==> config.mk <==
export PLATFORM = sky130hd
export DESIGN_NAME = socks5_handshake_parser
export DESIGN_NICKNAME = d
export VERILOG_FILES = /design/src/hw/rtl/s5hp_pkg.sv /design/src/hw/rtl/s5hp_in_stage.sv /design/src/hw/rtl/s5hp_core.sv /design/src/hw/rtl/s5hp_out_stage.sv /design/src/hw/rtl/socks5_handshake_parser.sv
export VERILOG_INCLUDE_DIRS = /design/src /design/src/hw/rtl
export SDC_FILE = /design/constraint.sdc
export NUM_CORES = 1
export LEC_CHECK = 0
export CAP_MARGIN = 20
export CORE_MARGIN = 2
export CORE_UTILIZATION = 53
export CTS_CLUSTER_SIZE = 28
export DETAILED_ROUTE_END_ITERATION = 8
export DONT_BUFFER_PORTS = 1
export GPL_TIMING_DRIVEN = 0
export PLACE_DENSITY = 0.73
export SYNTH_ARGS = -nofsm -noshare
export SYNTH_HDL_FRONTEND = slang
export SYNTH_HIERARCHICAL = 1
export SYNTH_SLANG_ARGS = --single-unit
==> constraint.sdc <==
create_clock -name clk -period 4.6 [get_ports clk]
set_clock_uncertainty 0.1 [all_clocks]
set_input_delay 0.23 -clock clk [delete_from_list [all_inputs] [get_ports clk]]
set_output_delay 0.23 -clock clk [all_outputs]
set_load 0.03 [all_outputs]
==> src/hw/rtl/socks5_handshake_parser_assert.svh <==
// Assertion macros shared by the SOCKS5 handshake parser modules.
`ifndef SOCKS5_HANDSHAKE_PARSER_ASSERT_SVH
`define SOCKS5_HANDSHAKE_PARSER_ASSERT_SVH

`ifndef SYNTHESIS
// Check a property on every clock edge outside reset.
`define S5HP_ASSERT(name, prop, msg) \
  name: assert property (@(posedge clk) disable iff (!rst_n) prop) else $error(msg);
// Check that a condition never holds outside reset.
`define S5HP_ASSERT_NEVER(name, cond, msg) \
  name: assert property (@(posedge clk) disable iff (!rst_n) !(cond)) else $error(msg);
`else
`define S5HP_ASSERT(name, prop, msg)
`define S5HP_ASSERT_NEVER(name, cond, msg)
`endif

`endif

==> src/hw/rtl/s5hp_pkg.sv <==
// Types and protocol constants of the SOCKS5 handshake parser.
`timescale 1ns / 1ps

package s5hp_pkg;

  // Result kinds as they appear on the output
  typedef enum logic [2:0] {
    KIND_ADDR_BYTE = 3'd0,
    KIND_GREET_OK  = 3'd1,
    KIND_CONNECT   = 3'd2,
    KIND_ASSOC     = 3'd3,
    KIND_BAD_VER   = 3'd4,
    KIND_NO_METHOD = 3'd5,
    KIND_BAD_CMD   = 3'd6,
    KIND_BAD_ATYP  = 3'd7
  } s5hp_kind_t;

  // Parser phase; halted after an error until restart
  typedef enum logic [1:0] {
    PH_GREET = 2'd0,
    PH_REQ   = 2'd1,
    PH_HALT  = 2'd2
  } s5hp_phase_t;

  localparam logic [7:0] SOCKS_VER     = 8'h05;
  localparam logic [7:0] CMD_CONNECT   = 8'h01;
  localparam logic [7:0] CMD_ASSOC     = 8'h03;
  localparam logic [7:0] METHOD_NOAUTH = 8'h00;
  localparam logic [7:0] ATYP_IPV4     = 8'h01;
  localparam logic [7:0] ATYP_DOMAIN   = 8'h03;
  localparam logic [7:0] ATYP_IPV6     = 8'h04;
  localparam logic [7:0] IPV4_LEN      = 8'd4;
  localparam logic [7:0] IPV6_LEN      = 8'd16;
  localparam logic [8:0] HDR_LEN       = 9'd4;
  localparam logic [8:0] HDR_LEN_DOM   = 9'd5;

  typedef struct packed {
    logic [7:0] data_byte;
    logic       restart;
  } s5hp_item_t;

  typedef struct packed {
    s5hp_kind_t  kind;
    logic [7:0]  addr_byte;
    logic [7:0]  addr_index;
    logic [2:0]  addr_type;
    logic [7:0]  dst_len;
    logic [15:0] port;
    logic [8:0]  consumed_bytes;
  } s5hp_result_t;

endpackage

==> src/hw/rtl/s5hp_in_stage.sv <==
// Input register of the SOCKS5 handshake parser.
`timescale 1ns / 1ps

module s5hp_in_stage (
  input  logic               clk,
  input  logic               rst_n,
  input  logic               in_valid,
  output logic               in_stall,
  input  logic [7:0]         in_data_byte,
  input  logic               in_restart,
  input  logic               advance,
  output logic               item_vld,
  output s5hp_pkg::s5hp_item_t item
);
  import s5hp_pkg::*;

  logic       vld_r, vld_nxt;
  s5hp_item_t item_r;
  logic       accept;

  // Stall only when a held word cannot move on this cycle
  assign in_stall = vld_r & ~advance;
  assign accept   = in_valid & ~in_stall;

  always_comb begin
    vld_nxt = vld_r;
    if (accept) begin
      vld_nxt = 1'b1;
    end else if (advance) begin
      vld_nxt = 1'b0;
    end
  end

  always_ff @(posedge clk) begin
    if (!rst_n) begin
      vld_r <= 1'b0;
    end else begin
      vld_r <= vld_nxt;
    end
  end

  always_ff @(posedge clk) begin
    if (accept) begin
      item_r.data_byte <= in_data_byte;
      item_r.restart   <= in_restart;
    end
  end

  assign item_vld = vld_r;
  assign item     = item_r;

endmodule

==> src/hw/rtl/s5hp_core.sv <==
// Parser state and per-word decode of the SOCKS5 handshake parser.
`timescale 1ns / 1ps
`include "socks5_handshake_parser_assert.svh"

module s5hp_core (
  input  logic                   clk,
  input  logic                   rst_n,
  input  logic                   take,
  input  s5hp_pkg::s5hp_item_t   item,
  output logic                   res_vld,
  output s5hp_pkg::s5hp_result_t res
);
  import s5hp_pkg::*;

  typedef enum logic [3:0] {
    ACT_NONE,
    ACT_VER,
    ACT_MCOUNT,
    ACT_METHOD,
    ACT_CMD,
    ACT_RSV,
    ACT_ATYP,
    ACT_DLEN,
    ACT_ADDR,
    ACT_PORT_HI,
    ACT_PORT_LO
  } act_t;

  s5hp_phase_t phase_r, phase_nxt;
  logic [8:0]  pos_r, pos_nxt;
  logic [7:0]  mcount_r, mcount_nxt;
  logic        noauth_r, noauth_nxt;
  logic        assoc_r, assoc_nxt;
  logic [2:0]  atyp_r, atyp_nxt;
  logic [7:0]  alen_r, alen_nxt;
  logic [7:0]  acount_r, acount_nxt;
  logic [7:0]  port_hi_r, port_hi_nxt;

  logic [7:0]  b;
  act_t        act;
  logic        fail;
  s5hp_kind_t  fail_kind;
  logic        is_dom;
  logic        noauth_new;
  logic        last_method;
  logic        greet_ok;
  logic [8:0]  hdr;
  logic [8:0]  pos_inc;

  assign b           = item.data_byte;
  assign is_dom      = (atyp_r == ATYP_DOMAIN[2:0]);
  assign noauth_new  = noauth_r | (b == METHOD_NOAUTH);
  assign last_method = (pos_r >= ({1'b0, mcount_r} + 9'd1));
  assign greet_ok    = (act == ACT_METHOD) & last_method & noauth_new;
  assign hdr         = is_dom ? HDR_LEN_DOM : HDR_LEN;
  assign pos_inc     = pos_r + 9'd1;

  // Classify the word by phase and position
  always_comb begin
    act = ACT_NONE;
    if (!item.restart) begin
      case (phase_r)
        PH_GREET: begin
          if (pos_r == 9'd0) begin
            act = ACT_VER;
          end else if (pos_r == 9'd1) begin
            act = ACT_MCOUNT;
          end else begin
            act = ACT_METHOD;
          end
        end
        PH_REQ: begin
          if (pos_r == 9'd0) begin
            act = ACT_VER;
          end else if (pos_r == 9'd1) begin
            act = ACT_CMD;
          end else if (pos_r == 9'd2) begin
            act = ACT_RSV;
          end else if (pos_r == 9'd3) begin
            act = ACT_ATYP;
          end else if (is_dom && pos_r == 9'd4) begin
            act = ACT_DLEN;
          end else if (acount_r < alen_r) begin
            act = ACT_ADDR;
          end else if (pos_r == hdr + {1'b0, alen_r}) begin
            act = ACT_PORT_HI;
          end else begin
            act = ACT_PORT_LO;
          end
        end
        default: act = ACT_NONE;
      endcase
    end
  end

  // Error detection on the word that reveals it
  always_comb begin
    fail      = 1'b0;
    fail_kind = KIND_BAD_VER;
    case (act)
      ACT_VER: begin
        fail      = (b != SOCKS_VER);
        fail_kind = KIND_BAD_VER;
      end
      ACT_MCOUNT: begin
        fail      = (b == 8'd0);
        fail_kind = KIND_NO_METHOD;
      end
      ACT_METHOD: begin
        fail      = last_method & ~noauth_new;
        fail_kind = KIND_NO_METHOD;
      end
      ACT_CMD: begin
        fail      = !(b inside {CMD_CONNECT, CMD_ASSOC});
        fail_kind = KIND_BAD_CMD;
      end
      ACT_ATYP: begin
        fail      = !(b inside {ATYP_IPV4, ATYP_DOMAIN, ATYP_IPV6});
        fail_kind = KIND_BAD_ATYP;
      end
      default: begin
        fail      = 1'b0;
        fail_kind = KIND_BAD_VER;
      end
    endcase
  end

  // Next phase
  always_comb begin
    phase_nxt = phase_r;
    if (take) begin
      if (item.restart) begin
        phase_nxt = PH_GREET;
      end else begin
        case (phase_r)
          PH_GREET, PH_REQ: begin
            if (fail) begin
              phase_nxt = PH_HALT;
            end else if (greet_ok) begin
              phase_nxt = PH_REQ;
            end
          end
          PH_HALT: phase_nxt = PH_HALT;
          default: phase_nxt = PH_GREET;
        endcase
      end
    end
  end

  // Result of this word
  always_comb begin
    res     = '0;
    res_vld = 1'b0;
    if (fail) begin
      res_vld  = take;
      res.kind = fail_kind;
    end else begin
      case (act)
        ACT_METHOD: begin
          if (greet_ok) begin
            res_vld            = take;
            res.kind           = KIND_GREET_OK;
            res.consumed_bytes = pos_inc;
          end
        end
        ACT_ADDR: begin
          res_vld        = take;
          res.kind       = KIND_ADDR_BYTE;
          res.addr_byte  = b;
          res.addr_index = acount_r;
          res.addr_type  = atyp_r;
        end
        ACT_PORT_LO: begin
          res_vld            = take;
          res.kind           = assoc_r ? KIND_ASSOC : KIND_CONNECT;
          res.addr_type      = atyp_r;
          res.dst_len        = alen_r;
          res.port           = {port_hi_r, b};
          res.consumed_bytes = pos_inc;
        end
        default: res_vld = 1'b0;
      endcase
    end
  end

  // Counters and captured fields
  always_comb begin
    pos_nxt     = pos_r;
    mcount_nxt  = mcount_r;
    noauth_nxt  = noauth_r;
    assoc_nxt   = assoc_r;
    atyp_nxt    = atyp_r;
    alen_nxt    = alen_r;
    acount_nxt  = acount_r;
    port_hi_nxt = port_hi_r;
    if (take && item.restart) begin
      pos_nxt     = '0;
      mcount_nxt  = '0;
      noauth_nxt  = 1'b0;
      assoc_nxt   = 1'b0;
      atyp_nxt    = '0;
      alen_nxt    = '0;
      acount_nxt  = '0;
      port_hi_nxt = '0;
    end else if (take) begin
      case (act)
        ACT_VER: pos_nxt = 9'd1;
        ACT_MCOUNT: begin
          mcount_nxt = b;
          noauth_nxt = 1'b0;
          pos_nxt    = 9'd2;
        end
        ACT_METHOD: begin
          noauth_nxt = noauth_new;
          pos_nxt    = last_method ? 9'd0 : pos_inc;
        end
        ACT_CMD: begin
          assoc_nxt = (b == CMD_ASSOC);
          pos_nxt   = 9'd2;
        end
        ACT_RSV: pos_nxt = 9'd3;
        ACT_ATYP: begin
          atyp_nxt   = b[2:0];
          acount_nxt = '0;
          pos_nxt    = 9'd4;
          if (b == ATYP_IPV4) begin
            alen_nxt = IPV4_LEN;
          end else if (b == ATYP_IPV6) begin
            alen_nxt = IPV6_LEN;
          end else begin
            alen_nxt = 8'd0;
          end
        end
        ACT_DLEN: begin
          alen_nxt = b;
          pos_nxt  = 9'd5;
        end
        ACT_ADDR: begin
          acount_nxt = acount_r + 8'd1;
          pos_nxt    = pos_inc;
        end
        ACT_PORT_HI: begin
          port_hi_nxt = b;
          pos_nxt     = pos_inc;
        end
        ACT_PORT_LO: pos_nxt = 9'd0;
        default: pos_nxt = pos_r;
      endcase
    end
  end

  always_ff @(posedge clk) begin
    if (!rst_n) begin
      phase_r   <= PH_GREET;
      pos_r     <= '0;
      mcount_r  <= '0;
      noauth_r  <= 1'b0;
      assoc_r   <= 1'b0;
      atyp_r    <= '0;
      alen_r    <= '0;
      acount_r  <= '0;
      port_hi_r <= '0;
    end else begin
      phase_r   <= phase_nxt;
      pos_r     <= pos_nxt;
      mcount_r  <= mcount_nxt;
      noauth_r  <= noauth_nxt;
      assoc_r   <= assoc_nxt;
      atyp_r    <= atyp_nxt;
      alen_r    <= alen_nxt;
      acount_r  <= acount_nxt;
      port_hi_r <= port_hi_nxt;
    end
  end

  `S5HP_ASSERT(a_greet_ok_enters_request, (res_vld && res.kind == KIND_GREET_OK) |=> (phase_r == PH_REQ), "greeting ok did not enter request phase")
  `S5HP_ASSERT(a_error_halts, (res_vld && (res.kind == KIND_BAD_VER || res.kind == KIND_NO_METHOD || res.kind == KIND_BAD_CMD || res.kind == KIND_BAD_ATYP)) |=> (phase_r == PH_HALT), "error did not halt parser")
  `S5HP_ASSERT_NEVER(a_addr_count_bound, acount_r > alen_r, "address count passed address length")
  `S5HP_ASSERT_NEVER(a_halt_silent, res_vld && phase_r == PH_HALT, "halted parser produced a result")

endmodule

==> src/hw/rtl/s5hp_out_stage.sv <==
// Result register of the SOCKS5 handshake parser.
`timescale 1ns / 1ps

module s5hp_out_stage (
  input  logic                   clk,
  input  logic                   rst_n,
  input  logic                   res_vld,
  input  s5hp_pkg::s5hp_result_t res,
  output logic                   advance,
  output logic                   out_valid,
  input  logic                   out_stall,
  output logic [2:0]             out_kind,
  output logic [7:0]             out_addr_byte,
  output logic [7:0]             out_addr_index,
  output logic [2:0]             out_addr_type,
  output logic [7:0]             out_dst_len,
  output logic [15:0]            out_port,
  output logic [8:0]             out_consumed_bytes
);
  import s5hp_pkg::*;

  logic         vld_r, vld_nxt;
  s5hp_result_t res_r;

  // Slot is free when empty or being drained this cycle
  assign advance = ~vld_r | ~out_stall;

  always_comb begin
    vld_nxt = vld_r;
    if (advance) begin
      vld_nxt = res_vld;
    end
  end

  always_ff @(posedge clk) begin
    if (!rst_n) begin
      vld_r <= 1'b0;
    end else begin
      vld_r <= vld_nxt;
    end
  end

  always_ff @(posedge clk) begin
    if (advance && res_vld) begin
      res_r <= res;
    end
  end

  assign out_valid          = vld_r;
  assign out_kind           = res_r.kind;
  assign out_addr_byte      = res_r.addr_byte;
  assign out_addr_index     = res_r.addr_index;
  assign out_addr_type      = res_r.addr_type;
  assign out_dst_len        = res_r.dst_len;
  assign out_port           = res_r.port;
  assign out_consumed_bytes = res_r.consumed_bytes;

endmodule

==> src/hw/rtl/socks5_handshake_parser.sv <==
// Top level of the SOCKS5 handshake parser.
`timescale 1ns / 1ps

// Byte-wide SOCKS5 greeting and request parser. Feed the client stream one
// word per cycle on the in_ channel; in_restart set on a word returns the
// parser to the greeting phase and the byte on that word is ignored. The
// parser takes one word every cycle unless the output stalls: a word is
// held in an input register, decoded against the parser state in one pass,
// and its result, if any, lands in the output register. Each word yields at
// most one result word: an address byte with its index, greeting ok, a
// CONNECT or UDP ASSOCIATE completion with the big-endian port, address
// length and message byte count, or an error kind on the word that reveals
// the error. After an error every word is dropped until a restart word. A
// stalled result only blocks the input once the input register also holds a
// word, so the two sides are decoupled by one register each.

module socks5_handshake_parser (
  input  logic        clk,
  input  logic        rst_n,
  input  logic        in_valid,
  output logic        in_stall,
  input  logic [7:0]  in_data_byte,
  input  logic        in_restart,
  output logic        out_valid,
  input  logic        out_stall,
  output logic [2:0]  out_kind,
  output logic [7:0]  out_addr_byte,
  output logic [7:0]  out_addr_index,
  output logic [2:0]  out_addr_type,
  output logic [7:0]  out_dst_len,
  output logic [15:0] out_port,
  output logic [8:0]  out_consumed_bytes
);
  import s5hp_pkg::*;

  logic         advance;
  logic         item_vld;
  s5hp_item_t   item;
  logic         take;
  logic         res_vld;
  s5hp_result_t res;

  // Hold the incoming word until the result slot can take its outcome
  s5hp_in_stage u_in_stage (
    .clk          (clk),
    .rst_n        (rst_n),
    .in_valid     (in_valid),
    .in_stall     (in_stall),
    .in_data_byte (in_data_byte),
    .in_restart   (in_restart),
    .advance      (advance),
    .item_vld     (item_vld),
    .item         (item)
  );

  // Advance the parser state only when the word actually moves on
  assign take = item_vld & advance;

  s5hp_core u_core (
    .clk     (clk),
    .rst_n   (rst_n),
    .take    (take),
    .item    (item),
    .res_vld (res_vld),
    .res     (res)
  );

  s5hp_out_stage u_out_stage (
    .clk                (clk),
    .rst_n              (rst_n),
    .res_vld            (res_vld),
    .res                (res),
    .advance            (advance),
    .out_valid          (out_valid),
    .out_stall          (out_stall),
    .out_kind           (out_kind),
    .out_addr_byte      (out_addr_byte),
    .out_addr_index     (out_addr_index),
    .out_addr_type      (out_addr_type),
    .out_dst_len        (out_dst_len),
    .out_port           (out_port),
    .out_consumed_bytes (out_consumed_bytes)
  );

endmodule
==> results of run 1 <==
layer usage:
| layer | wire length [um] | vias to the layer above |
|---|---|---|
| li1 | - | 2063 |
| met5 | 0 | - |
| met3 | 720 | 28 |
| met2 | 6520 | 143 |
| met4 | 393 | 0 |
| met1 | 5870 | 2110 |
sequential cells by signal, summed over array words and instances, names as in the netlist, 9 cells and up:
register                        count
u_core/pos_r                        9
u_out_stage/out_port               16
u_out_stage/out_consumed_bytes      9
u_in_stage/item                     9
metrics by stage:
stage | cell area, sq um | hold WS (ns) | setup TNS, ns | std cells
after floorplan | 5850 | 0.229 | 0 | 556
after global placement | 6020 | 0.229 | -34.93 | 696
after detailed placement | 6050 | 0.229 | 0 | 697
after CTS | 6810 | 0.0448 | 0 | 740
after global routing | 6810 | 0.0494 | 0 | 740
final | 6810 | 0.0411 | 0 | 740
logic make-up (layout without fill, tap and decap cells):
group           count (synthesis)  after routing  synth area share [%]
simple gates                  230            230                  22.4
flops                         114            114                  50.0
compound gates                103            103                  12.0
buf+inv                        47             91                  4.38
xor+xnor                       27             27                  4.17
fa+ha+maj                      24             24                  5.13
mux                            11             11                  1.90
cell type report:
| cell class | count | area (sq um) | share of cell area [%] |
|---|---|---|---|
| well taps | 140 | 175 | 2.57 |
| clock inverters | 12 | 210 | 3.09 |
| repair buffers | 13 | 140 | 2.06 |
| inverters | 18 | 67.6 | 0.992 |
| clock buffers | 19 | 432 | 6.34 |
| multi-input cells | 395 | 2670 | 39.2 |
| plain buffers | 29 | 189 | 2.78 |
| flip-flops and latches | 114 | 2920 | 42.9 |
synth_stat cells, types with 4 or more instances:
cell	n
sky130_fd_sc_hd__a21o_1	7
sky130_fd_sc_hd__a21oi_1	29
sky130_fd_sc_hd__a31oi_1	7
sky130_fd_sc_hd__and2_1	43
sky130_fd_sc_hd__and3_1	9
sky130_fd_sc_hd__buf_6	7
sky130_fd_sc_hd__clkbuf_1	14
sky130_fd_sc_hd__dfxtp_1	50
sky130_fd_sc_hd__edfxtp_1	64
sky130_fd_sc_hd__ha_1	24
sky130_fd_sc_hd__inv_1	18
sky130_fd_sc_hd__mux2i_1	10
sky130_fd_sc_hd__nand2_1	40
sky130_fd_sc_hd__nand3_1	26
sky130_fd_sc_hd__nand4_1	4
sky130_fd_sc_hd__nor2_1	47
sky130_fd_sc_hd__nor3_1	11
sky130_fd_sc_hd__nor3b_1	5
sky130_fd_sc_hd__nor4_1	5
sky130_fd_sc_hd__o21a_1	6
sky130_fd_sc_hd__o21ai_0	17
sky130_fd_sc_hd__o21ai_1	11
sky130_fd_sc_hd__o31ai_1	5
sky130_fd_sc_hd__xnor2_1	19
sky130_fd_sc_hd__xor2_1	7
power breakdown:
group / internal (uW) / leakage, uW / switching, uW
logic: 38.2 / 0.00115 / 73.3
registers: 1090 / 0.00105 / 34.2
clock network: 993 / 0.000315 / 431
critical path, stage by stage, from the launching register on:
cell and delay [ns]:
sky130_fd_sc_hd__dfxtp_1 0.34, sky130_fd_sc_hd__nand2_1 0.08, sky130_fd_sc_hd__nor2_1 0.05, sky130_fd_sc_hd__ha_1 0.23, sky130_fd_sc_hd__ha_1 0.24, sky130_fd_sc_hd__nor2_2 0.18, sky130_fd_sc_hd__or4b_1 0.46, sky130_fd_sc_hd__o31ai_1 0.10
sky130_fd_sc_hd__a211oi_2 0.16, sky130_fd_sc_hd__nor3_1 0.35, sky130_fd_sc_hd__o21a_1 0.19, sky130_fd_sc_hd__buf_6 0.18, sky130_fd_sc_hd__a211oi_4 0.08, sky130_fd_sc_hd__a21oi_1 0.16, sky130_fd_sc_hd__o21a_1 0.17, sky130_fd_sc_hd__and2_2 0.62
sky130_fd_sc_hd__buf_12 0.28
path summary, 6_finish.rpt:
| check | start | endpoint | slack [ns] | depth (start not counted) |
|---|---|---|---|---|
| worst max-delay path | u_core/atyp_r[1] | u_out_stage/out_dst_len[2] | 0.27 | 16 |
| worst min-delay path | in_valid | u_in_stage/item[0] | 0.04 | 1 |
| worst max register to register | u_core/atyp_r[1] | u_out_stage/out_dst_len[2] | 0.27 | 16 |
| worst min register to register | u_core/port_hi_r[1] | u_core/port_hi_r[1] | 0.39 | 2 |
==> impl_summary.log, run 1 <==
[metrics] critical setup path kind: reg -> reg
[metrics] Syn Nets: a little under 600
[metrics] final hold viol count: 0
[metrics] maximum fanout along the worst path: 31
[metrics] area leader, netlist: sky130_fd_sc_hd__edfxtp_1
[metrics] initial antenna violation count: 0
[metrics] setup repair after global routing missed its margin: no
[metrics] Clock Tree Buf Depth: 2
[metrics] post-CTS clock slew at the launch and capture registers of the worst setup and hold paths: 0.05 ns
[metrics] Setup Buffers After CTS: 0
[metrics] vias per cell: 5.87
[metrics] highest achievable clock rate: 231 MHz
[metrics] number of buffers inserted by port buffering: 0
[metrics] Post-Route WL: roughly 14000 um
[metrics] result of the run: completed
[metrics] core area: 10800 sq um
[metrics] height of the chip: 109 um
[metrics] number of hold buffers added after cts: 12
[metrics] sort of element at the end of the critical path: register
[metrics] leakage power: between 0.002 and 0.003 uW
[metrics] total clock sinks: around 110
[metrics] Final Critical Period: about 4.3 ns
[metrics] routability-driven placement congestion ratio: just over 0.9
[metrics] Final nets: between 600 and 700
[metrics] worst setup slack before clock tree synthesis: roughly 0.33 ns
[metrics] data required time at the worst endpoint: between 4 and 5 ns
[metrics] global-route wire length before repair: 21900 um
[metrics] fraction of final layout cells sized beyond drive strength 1: ~13%
[metrics] final HPWL from detailed placement: 9580 um
[metrics] Final setup violation count: 0
[metrics] number of distinct library cells after synthesis: 77
[metrics] share of the clock period used by the worst path: 94.1%
[metrics] Pwr Density: 391 nW/um^2
[metrics] top area cells in the synthesized netlist: sky130_fd_sc_hd__edfxtp_1, sky130_fd_sc_hd__dfxtp_1, sky130_fd_sc_hd__ha_1
[metrics] met3 usage in global routing: ~5.8%
[metrics] kind of start point of the critical path: register
[metrics] portion of synthesized cell area occupied by the leading cell type: between 30% and 40%
[metrics] Horiz. Die Dim: 109 um
[metrics] mean instance size in the synthesized netlist: ~11 sq um
[metrics] most crowded layer after global routing: met2
[metrics] core occupancy in the finished layout: between 60% and 70%
[metrics] final total power: 2660 uW
[metrics] first-pass iteration count of the detailed router: 5
[metrics] number of max-capacitance violations reported: 0
[metrics] Total GRT Usage: 24.6%
[metrics] Via Count: ~4300
[metrics] antenna diode instance count: 0
[metrics] worst relative slew slack: 42.7%
[metrics] global-route met2 utilization: between 30% and 40%
[metrics] clock tree from TritonCTS: built
[metrics] met1 Use GR: 30.8%
[metrics] EDFF count, synth: 64
[metrics] gate count of the mapped netlist: roughly 560
[metrics] number of I/O pins: 70
[metrics] Num CTS Buffers: 17
[metrics] worst setup margin: 0.273 ns
[metrics] commonest non-fill, non-tap cell in the layout: sky130_fd_sc_hd__edfxtp_1
[metrics] number of warning messages in the yosys log: 6
[metrics] FILL cells: around 860
[metrics] worst slew pin tran: ~0.85 ns
[metrics] number of levels in the clock H-tree: 4
[metrics] iteration-0 DRC count of the detailed router: about 310
[metrics] post-cts gate resize count: 0
[metrics] hold crit path type: in -> reg
[metrics] #FFs+latches synth: 114
[metrics] drc violations: 0
[metrics] fraction of synthesis flops using an asynchronous set or reset pin: 0%
[metrics] area of the mapped netlist: roughly 6000 sq um
[metrics] max-slew violations: 0
[metrics] overflow left after global routing: 0
[metrics] Wirelength per Cell: 18.3 um
[metrics] Starting Density: between 50 and 60%
[metrics] antenna viol nets, final: 0
[metrics] pin count of the biggest net entering global routing: 32
[metrics] area of the die: approximately 12000 sq um
[metrics] Layout Area Growth over Synthesis: 16.4%
[metrics] number of core rows: 38
[metrics] vias in the first global route: ~4400
[metrics] commonest cells after routing, fill and taps aside: sky130_fd_sc_hd__edfxtp_1, sky130_fd_sc_hd__dfxtp_1, sky130_fd_sc_hd__nor2_1
[metrics] IR Drop Worst-Case VDD: 0.263 mV
[metrics] Seq/Total Area, Yosys: between 40% and 50%
[metrics] later-pin clock latency in the skew report: ~0.53 ns
[metrics] root buffer cell: sky130_fd_sc_hd__clkbuf_8
[metrics] data arrival time at the worst-slack endpoint: ~4.4 ns
[metrics] Most used DFF post-synth: sky130_fd_sc_hd__edfxtp_1
(Power assumes the default switching activity.)
==> run 2, diff against run 1 <==
--- a/config.mk
+++ b/config.mk
@@ -7,7 +7,7 @@
 export NUM_CORES = 1
 export LEC_CHECK = 0
 export CAP_MARGIN = 20
-export CORE_MARGIN = 2
+export CORE_MARGIN = 10
 export CORE_UTILIZATION = 53
 export CTS_CLUSTER_SIZE = 28
 export DETAILED_ROUTE_END_ITERATION = 8
==> run 2 against run 1 <==
Compared with the run above:
- die area rose by 31%
- count of clock-buffer cells in the layout shrank 2
- clock power shrank 7%
- power down 4.0%
- first-iteration DRC count rose by 27%
- final area decreased by 0.66%
- via count up 1.1%
- fmax rose by 2.9%
- largest power group unchanged
- highest routed layer unchanged
==> impl_summary.log, run 2 (same netlist as run 1, synthesis figures left out) <==
[metrics] Final setup violation count: 0 (unchanged)
[metrics] worst slew pin tran: 0.839 ns (-0.0132 ns)
[metrics] final hold viol count: 0 (unchanged)
[metrics] global-route wire length before repair: 23700 um (+8.5%)
[metrics] number of max-capacitance violations reported: 0 (unchanged)
[metrics] number of core rows: 38 (unchanged)
[metrics] data arrival time at the worst-slack endpoint: 4.31 ns (-0.13 ns)
[metrics] routability-driven placement congestion ratio: 0.906 (-1.9%)
[metrics] Clock Tree Buf Depth: 2 (unchanged)
[metrics] height of the chip: 125 um (+15%)
[metrics] highest achievable clock rate: 238 MHz (+2.9%)
[metrics] Layout Cell Area excl Fill: 6760 sq um (-0.66%)
[metrics] initial antenna violation count: 0 (unchanged)
[metrics] Post-Route WL: 14700 um (+8.8%)
[metrics] Worst Hold Slack: 0.0457 ns (+0.00456 ns)
[metrics] total clock sinks: 114 (unchanged)
[metrics] overflow left after global routing: 0 (unchanged)
[metrics] antenna diode instance count: 0 (unchanged)
[metrics] critical setup path kind: reg -> reg
[metrics] clock tree from TritonCTS: built
[metrics] first-pass iteration count of the detailed router: 6 (+1)
[metrics] number of cells in the finished layout apart from fillers: 741 (+0.14%)
[metrics] leakage power: 0.00249 uW (-0.87%)
[metrics] post-CTS clock slew at the launch and capture registers of the worst setup and hold paths: 0.06 ns (about the same)
[metrics] data required time at the worst endpoint: 4.71 ns (about the same)
[metrics] number of levels in the clock H-tree: 4 (unchanged)
[metrics] antenna viol nets, final: 0 (unchanged)
[metrics] Pwr Density: 378 nW/um^2 (-3.3%)
[metrics] iteration-0 DRC count of the detailed router: 399 (+27%)
[metrics] commonest non-fill, non-tap cell in the layout: sky130_fd_sc_hd__edfxtp_1
[metrics] pin count of the biggest net entering global routing: 43 (+34%)
[metrics] Wirelength per Cell: 19.8 um (+8.7%)
[metrics] final total power: 2560 uW (-4.0%)
[metrics] placed inst area: 6050 sq um (unchanged)
[metrics] Final nets: 625 (unchanged)
[metrics] drc violations: 0 (unchanged)
[metrics] sort of element at the end of the critical path: register
[metrics] Horiz. Die Dim: 125 um (+15%)
[metrics] kind of start point of the critical path: register
[metrics] worst setup margin: 0.397 ns (+0.123 ns)
[metrics] root buffer cell: sky130_fd_sc_hd__clkbuf_8
[metrics] number of I/O pins: 70 (unchanged)
[metrics] later-pin clock latency in the skew report: 0.53 ns (about the same)
[metrics] number of buffers inserted by port buffering: 0 (unchanged)
[metrics] commonest cells after routing, fill and taps aside: sky130_fd_sc_hd__edfxtp_1, sky130_fd_sc_hd__dfxtp_1, sky130_fd_sc_hd__nor2_1
[metrics] max-slew violations: 0 (unchanged)
[metrics] hold crit path type: in -> reg
[metrics] Total GRT Usage: 18.7% (-5.9 points)
[metrics] Starting Density: 54.0% (-0.24 points)
[metrics] post-placement cell count: 697 (unchanged)
[metrics] share of the clock period used by the worst path: 91.4% (-2.7 points)
[metrics] vias per cell: 5.93 (+0.95%)
[metrics] maximum fanout along the worst path: 42 (+35%)
[metrics] Via Count: 4391 (+1.1%)
[metrics] core area: 10800 sq um (+0.44%)
[metrics] max reg flops: 16 (unchanged)
[metrics] Num CTS Buffers: 17 (unchanged)
[metrics] Final Critical Period: 4.20 ns (-0.123 ns)
[metrics] fraction of final layout cells sized beyond drive strength 1: 13.6% (+0.81 points)
[metrics] IR Drop Worst-Case VDD: 0.212 mV (-20%)
[metrics] setup repair after global routing missed its margin: no
[metrics] Layout Area Growth over Synthesis: 15.6%
[metrics] worst relative slew slack: 43.6% (+0.89 points)
[metrics] post-cts gate resize count: 0 (unchanged)
[metrics] worst setup slack before clock tree synthesis: 0.484 ns (+0.155 ns)
[metrics] area of the die: 15600 sq um (+31%)
[metrics] vias in the first global route: 4430 (+1.4%)
[metrics] result of the run: completed
[metrics] final HPWL from detailed placement: 10400 um (+8.5%)
run 2: cell count changes in the layout (fill, tap and decap cells not counted), sizes merged:
cell      previous run  this run
clkinv               5         8
clkinvlp             0         1
bufinv               6         3
clkbuf              35        33
inv                 19        21
run 2: power by group:
part	internal, uW	leakage (uW)	switching [uW]
logic	38.1	0.00115	74.1
clock network	830	0.000293	488
registers	1090	0.00105	35.5
run 2: final timing paths:
path	startpoint	end	slack, ns	cells past startpoint
max	u_core/atyp_r[2]	u_out_stage/out_dst_len[1]	0.40	15
min	in_valid	u_in_stage/item[0]	0.05	1
max reg2reg	u_core/atyp_r[2]	u_out_stage/out_dst_len[1]	0.40	15
min reg2reg	u_core/port_hi_r[5]	u_core/port_hi_r[5]	0.39	2
run 2: metal layers:
layer | part of all wire, % | vias up | GRT usage [%] | wire length [um]
li1 | - | 2066 | - | -
met1 | 40 | 2119 | 21.8 | 5910
met2 | 50 | 175 | 31.7 | 7420
met3 | 6.9 | 31 | 4.60 | 1010
met4 | 2.4 | 0 | 8.74 | 359
met5 | 0 | - | 0 | 0
run 2: area by class of cell:
| class | instances | area (sq um) |
|---|---|---|
| Fill cell | 834 | 4080 |
| Sequential cell | 114 | 2920 |
| Multi-Input combinational cell | 395 | 2670 |
| Clock buffer | 17 | 414 |
| Buffer | 29 | 189 |
| Clock inverter | 15 | 183 |
| Tap cell | 140 | 175 |
| Timing Repair Buffer | 13 | 140 |
| Inverter | 18 | 67.6 |
run 2: worst max-delay path, cell delays in order (launching register included):
cell and delay (ns):
sky130_fd_sc_hd__dfxtp_1 0.38, sky130_fd_sc_hd__nor2_1 0.09, sky130_fd_sc_hd__ha_1 0.23, sky130_fd_sc_hd__ha_1 0.24, sky130_fd_sc_hd__nor2_2 0.19, sky130_fd_sc_hd__or4b_1 0.47
sky130_fd_sc_hd__o31ai_1 0.11, sky130_fd_sc_hd__a211oi_2 0.17, sky130_fd_sc_hd__nor3_1 0.34, sky130_fd_sc_hd__o21a_1 0.20, sky130_fd_sc_hd__buf_6 0.18, sky130_fd_sc_hd__a211oi_4 0.08
sky130_fd_sc_hd__a21oi_1 0.17, sky130_fd_sc_hd__o21a_1 0.17, sky130_fd_sc_hd__and2_2 0.45, sky130_fd_sc_hd__buf_12 0.30
run 2: what timing repair did:
| item | 4_1_cts | 5_1_grt |
|---|---|---|
| setup buffers | 0 | 0 |
| hold buffers | 12 | 0 |
| endpoints found under the hold margin | 17 | 0 |
| setup endpoints to repair | 0 | 0 |
run 2: per-stage QoR:
stage | util, % | TNS (ns)
6_report | 62.4 | 0
5_1_grt | 62.4 | 0
4_1_cts | 62.4 | 0
3_5_place_dp | 55.8 | 0
3_3_place_gp | 55.6 | -35.73
2_1_floorplan | - | 0
